==> config.mk <==
export PLATFORM = sky130hd
export DESIGN_NAME = kbq_filter
export DESIGN_NICKNAME = d
export VERILOG_FILES = /design/src/rtl/core/kbq_pkg.sv /design/src/rtl/core/kbq_filter.sv
export SDC_FILE = /design/constraint.sdc
export NUM_CORES = 1
export LEC_CHECK = 0
export BUFFER_PORTS_ARGS = -buffer_cell sky130_fd_sc_hd__buf_2
export CORE_MARGIN = 2
export CORE_UTILIZATION = 50
export DETAILED_ROUTE_END_ITERATION = 16
export PLACE_DENSITY = 0.66
export SLEW_MARGIN = 40
export SYNTH_ARGS = -nofsm -noshare
export SYNTH_HDL_FRONTEND = slang
export SYNTH_SLANG_ARGS = --single-unit
==> constraint.sdc <==
create_clock -name clk_i -period 6.65 [get_ports clk_i]
set_input_delay 0 -clock clk_i [delete_from_list [all_inputs] [get_ports clk_i]]
set_output_delay 0 -clock clk_i [all_outputs]
set_load 0.02 [all_outputs]
==> src/rtl/core/kbq_pkg.sv <==
// ----------------------------------------------------------------------------
// kbq_pkg
// Shared types, constants and helper functions for the keyboard event queue.
// ----------------------------------------------------------------------------
package kbq_pkg;

  localparam int unsigned KeyCountDef    = 256;
  localparam int unsigned RingDepthDef   = 16;
  localparam int unsigned FilterDepthDef = 64;

  localparam int unsigned OpW  = 3;
  localparam int unsigned KeyW = 8;
  localparam int unsigned WordW = 16;
  localparam int unsigned TimeW = 32;
  localparam int unsigned CntW = 16;
  localparam int unsigned FidxW = 6;
  localparam int unsigned FcntW = 7;
  localparam int unsigned CfgIdxW = 2;
  localparam int unsigned CfgDataW = 8;

  // s_axis tdata: opcode, key_code, key_make, stamp_ms, filter_index, filter_value
  localparam int unsigned InDataW = 72;
  // m_axis tdata: key_word, key_time, edge_count, queue_nonempty, accepted
  localparam int unsigned OutDataW = 72;

  typedef enum logic [2:0] {
    OP_KEY     = 3'd0,
    OP_POP     = 3'd1,
    OP_PEEK    = 3'd2,
    OP_RD_DOWN = 3'd3,
    OP_RD_UP   = 3'd4,
    OP_FLUSH   = 3'd5,
    OP_FWRITE  = 3'd6,
    OP_FCLEAR  = 3'd7
  } opcode_e;

  typedef enum logic [1:0] {
    CFG_REPEAT = 2'd0,
    CFG_LAYOUT = 2'd1,
    CFG_FCOUNT = 2'd2,
    CFG_DEBUG  = 2'd3
  } cfg_reg_e;

  localparam logic [KeyW-1:0] ScLShift = 8'h2A;
  localparam logic [KeyW-1:0] ScRShift = 8'h36;
  localparam logic [KeyW-1:0] ScLAlt   = 8'h38;
  localparam logic [KeyW-1:0] ScRAlt   = 8'hB8;
  localparam logic [KeyW-1:0] ScLCtrl  = 8'h1D;
  localparam logic [KeyW-1:0] ScRCtrl  = 8'h9D;
  localparam logic [KeyW-1:0] ScDebug  = 8'h29;
  localparam logic [KeyW-1:0] ScNoBuf  = 8'hAA;
  localparam logic [CntW-1:0] CntMax   = 16'hFFFF;
  localparam logic [WordW-1:0] FilterReset = 16'hFFFF;

  // Scan-code folding followed by the layout remap.
  function automatic logic [KeyW-1:0] remap_code(input logic [KeyW-1:0] code,
                                                 input logic [1:0] mode);
    logic [KeyW-1:0] c;
    c = code;
    if (c == 8'h56) c = 8'h2B;
    if (c == ScRShift) c = ScLShift;
    if (c == ScRAlt) c = ScLAlt;
    if (mode == 2'd1) begin
      case (c)
        8'h1E: c = 8'h10;
        8'h32: c = 8'h33;
        8'h10: c = 8'h1E;
        8'h11: c = 8'h2C;
        8'h2C: c = 8'h11;
        8'h27: c = 8'h32;
        8'h33: c = 8'h27;
        default: c = c;
      endcase
    end else if (mode == 2'd2) begin
      if (c == 8'h15) c = 8'h2C;
      else if (c == 8'h2C) c = 8'h15;
    end
    return c;
  endfunction

endpackage

==> src/rtl/core/kbq_filter.sv <==
// ----------------------------------------------------------------------------
// kbq_filter
// Filter table memory with a sequential match scan and a clearing sweep.
// ----------------------------------------------------------------------------
module kbq_filter import kbq_pkg::*; #(
  parameter int unsigned FilterDepth = FilterDepthDef
) (
  input  logic             clk_i,
  input  logic             rst_ni,
  input  logic             wr_en_i,
  input  logic [FidxW-1:0] wr_idx_i,
  input  logic [WordW-1:0] wr_val_i,
  input  logic             clr_start_i,
  output logic             clr_busy_o,
  input  logic             scan_start_i,
  input  logic [FcntW-1:0] scan_lim_i,
  input  logic [WordW-1:0] scan_word_i,
  output logic             scan_done_o,
  output logic             scan_hit_o
);
  localparam int unsigned AW = (FilterDepth > 1) ? $clog2(FilterDepth) : 1;
  localparam int unsigned CW = $clog2(FilterDepth + 1);

  logic [WordW-1:0] mem_q [FilterDepth];
  logic [WordW-1:0] rd_q;
  logic [CW-1:0] ptr_q;
  logic [CW-1:0] lim_q;
  logic          scan_q, chk_q, clr_q, hit_q, done_q;
  logic [AW-1:0] clr_addr;
  logic          clr_last;

  assign clr_addr = ptr_q[AW-1:0];
  assign clr_last = (ptr_q == CW'(FilterDepth - 1));
  assign clr_busy_o = clr_q;
  assign scan_done_o = done_q;
  assign scan_hit_o = hit_q;

  always_ff @(posedge clk_i) begin
    if (clr_q) begin
      mem_q[clr_addr] <= FilterReset;
    end else if (wr_en_i && (32'(wr_idx_i) < FilterDepth)) begin
      mem_q[AW'(wr_idx_i)] <= wr_val_i;
    end
    rd_q <= mem_q[ptr_q[AW-1:0]];
  end

  always_ff @(posedge clk_i or negedge rst_ni) begin
    if (!rst_ni) begin
      ptr_q <= '0; lim_q <= '0; scan_q <= 1'b0; chk_q <= 1'b0;
      clr_q <= 1'b1; hit_q <= 1'b0; done_q <= 1'b0;
    end else begin
      done_q <= 1'b0;
      chk_q  <= 1'b0;
      if (clr_q) begin
        ptr_q <= clr_last ? '0 : ptr_q + 1'b1;
        if (clr_last) clr_q <= 1'b0;
      end else if (clr_start_i) begin
        clr_q <= 1'b1;
        ptr_q <= '0;
      end else if (scan_start_i) begin
        ptr_q <= '0;
        hit_q <= (scan_lim_i == '0);
        if (32'(scan_lim_i) >= FilterDepth) lim_q <= CW'(FilterDepth);
        else lim_q <= CW'(scan_lim_i);
        if (scan_lim_i == '0) done_q <= 1'b1;
        else scan_q <= 1'b1;
      end else if (scan_q) begin
        // rd_q is the entry addressed in the previous cycle
        if (chk_q && rd_q == scan_word_i) begin
          hit_q <= 1'b1; scan_q <= 1'b0; done_q <= 1'b1;
        end else if (ptr_q == lim_q) begin
          if (chk_q) begin
            scan_q <= 1'b0; done_q <= 1'b1;
          end else begin
            chk_q <= 1'b0;
          end
        end else begin
          ptr_q <= ptr_q + 1'b1;
          chk_q <= 1'b1;
        end
      end
    end
  end
endmodule

==> results.md <==
- Status: completed
- Top_reg_cell synth: edfxtp_1
- Postcts setup bufs: 0
- Wirelength, routed: 98.06 mm
- Peak VDD IR: 0.0003499 V
- Yosys top cell by area: edfxtp_1
- Hold Startpoint: scan_word_i[1]
- Final setup fails: 0
- Largest net degree at the start of global routing: 123
- Crit path kind: reg2reg
- Multi-input logic area: 8783 sq um
- P_sw: 5.500 mW
- Top-count cell post-synth: edfxtp_1
- Via count: 20354
- H-tree Lvls: 3
- Fill cells: 5739
- Register area: 31560 sq um
- Clock Latency Late Sink: 670 ps
- Core area: 80550 sq um
- Syn_area_per_cell: 21.62 sq um
- DP Worst Slack: 3098 ps
- TritonCTS Sinks: 1059
- Grt ovf: 0
- Die height: 289.4 um
- DP Area: 42660 sq um
- Worst-path clk slew: 60 ps
- Power density over cell area: 394.1 nW/um^2
- Root Driver: clkbuf_16
- Fmax achieved: 0.2850 GHz
- DRT antenna net count: 0
- Synthesis-to-layout area growth: 13.49%
- #FFs+latches synth: 1059
- Post-route setup TNS: 0 ps
- Clock share of power: 30.7%
- Crit path DAT: 4120 ps
- Flop pwr share: 43.2%
- Measured slew at the worst slew-check pin: 894.3 ps
- Hold Violations, Final: 0
- DIE WIDTH: 289.4 um
- Cts bufs inserted: 100
- Drt wl/cell: 30.59 um
- Worst flop-to-flop path startpoint: ptr_q[1]$_DFFE_PN0P_
- Final Wtd Congestion: 0.8719
- First-pass GRT wire length: 142.2 mm
- Static Leak: 13.30 nW
- Share of cells above drive strength 1: 28.09%
- Post-synthesis cell type count: 60
- Register area share after synthesis: 77.46%
- Yosys top cell area share: 75.50%
- Post-Layout Cell Count: 3206
- Tot GR Track Use: 23.84%
- Slew margin rel.: 40.38%
- Port buffer count: 52
- Post-synth EDFFs: 1024
- Crit path from: ptr_q[1]$_DFFE_PN0P_
- Fin. max-slew vios: 0
- Die Area: 83750 sq um
- Startpoint Class: flop
- # nets final: 2110
- Vias in the first global route: 20189
- Vias per cell: 6.349
- Placed cell count: 2986
- Setup WS post-layout: 3141 ps
- Initial Util: 50.56%
- Synth top area cells: edfxtp_1, mux4_2, o22ai_1, dfrtp_1, dfxtp_1
- First DRT Iteration DRCs: 2316
- DR pass1 iterations: 6
- Net Sw Frac: 30.19%
- Post-DP HPWL: 57.15 mm
- Asr flop ratio synth: 1.794%
- RSZ-0062 raised after global routing: no
- Mapped Nets: 1935
- Min-Delay Path Class: in2reg
- Design Area, Final: 46220 sq um
- Mapped cell area: 40730 sq um
- Pint: 12.72 mW
- CTS tree: yes
- Worst Setup End Kind: flop
- Row cnt: 104
- Mapped Cells: 1884
- Final worst-path cycle share: 52.76%
- Final Critical Period: 3509 ps
- Initial antenna violation count: 2
- Final Skew: 22.44 ps
- Ys Warns: 0
- Hold buffers post-CTS: 28
- Commonest cells post-synth: edfxtp_1, mux4_2, o22ai_1
- # IOs: 53
- Logic pwr share: 26.1%
- CP Max Fanout: 39
- Required @ worst endpoint: 7260 ps
- Max clock buf depth: 3
- Post_cts resized: 0
- Number of remaining DRC errors: 0
- Max-cap violations: 0
-- final cells by class --
| type | count | share of cell area [%] |
|---|---|---|
| diodes | 3 | 0.01624 |
| clock inverters | 53 | 1.040 |
| clock buffers | 133 | 5.972 |
| inverters | 7 | 0.05685 |
| multi-input cells | 718 | 19.00 |
| repair buffers | 173 | 2.764 |
| well taps | 1060 | 2.870 |
| flip-flops and latches | 1059 | 68.28 |
-- kinds of logic (layout without fill, tap and decap cells) --
family                     Yosys count  after routing  synth area share (%)
AOI/OAI and AO/OA                  184            184                 3.045
xor gates and xnor gates            23             23                0.4946
adders and majority gates            1              1               0.03072
buffers and inverters              107            366                 1.364
DFF                               1059           1059                 77.46
muxes                              288            288                 14.95
other                                0              3                     0
and+or+nand+nor                    222            222                 2.658
-- flip-flops by register name, indices dropped and copies added, names as in the netlist --
| name | count |
|---|---|
| chk_q | 1 |
| clr_busy_o | 1 |
| lim_q | 7 |
| mem_q | 1024 |
| ptr_q | 7 |
| rd_q | 16 |
| scan_done_o | 1 |
| scan_hit_o | 1 |
| scan_q | 1 |
-- worst max-delay path: stages, from the launching register on --
cell	delay, ps
dfrtp_4	820
buf_4	580
buf_4	550
mux4_2	310
mux2i_1	160
a211oi_1	700
a32o_1	270
-- through the flow --
stage | power (mW) | util, % | hold slack, ps
2_1_floorplan | 11.16 | - | -295.6
3_3_place_gp | 12.68 | 52.84 | -30.03
3_5_place_dp | 12.74 | 52.97 | -27.55
4_1_cts | 18.31 | 57.34 | 12.35
5_1_grt | 18.81 | 57.37 | 105.8
6_report | 18.22 | 57.38 | 44.99
-- power groups by stage --
stage	registers, mW	clock network [mW]	logic (mW)
after floorplan	7.84	0	3.31
after global placement	8.04	0	4.64
after detailed placement	8.06	0	4.69
after CTS	7.92	5.67	4.72
after global routing	7.89	5.93	4.99
final	7.87	5.60	4.75
-- layer usage --
| metal | track usage [%] | vias to the layer above | part of all wire (%) |
|---|---|---|---|
| li1 | - | 8321 | - |
| met1 | 35.31 | 10892 | 41 |
| met2 | 36.43 | 998 | 47 |
| met3 | 4.016 | 141 | 8.8 |
| met4 | 8.080 | 2 | 3.1 |
| met5 | 0 | - | 0.013 |
-- path summary, 6_finish.rpt --
check                      depth (start not counted)  slack (ps)                     end
max in group asynchronous                          4        5770    ptr_q[1]$_DFFE_PN0P_
hold / removal                                     6          40  scan_hit_o$_DFFE_PN0P_
setup reg to reg                                   6        3140        rd_q[14]$_DFF_P_
min in group asynchronous                          3         390    clr_busy_o$_DFF_PN1_
setup / recovery                                   6        3140        rd_q[14]$_DFF_P_
hold reg to reg                                    2         520    lim_q[2]$_DFFE_PN0P_
-- placed cells by master, fill, tap and decap left out, types with 13 or more instances in the layout --
master / instances
nand3_1: 21
o21ai_1: 19
buf_2: 54
clkbuf_16: 103
dfxtp_1: 16
buf_4: 85
dlygate4sd3_1: 27
dfrtp_1: 14
clkinv_2: 21
nor2_1: 66
o22ai_1: 77
mux4_2: 256
nand2b_2: 17
clkinv_1: 16
mux2i_1: 31
nand2_1: 46
clkbuf_1: 23
a21oi_1: 13
edfxtp_1: 1024
Note: power is estimated with default switching activity, not from simulation.
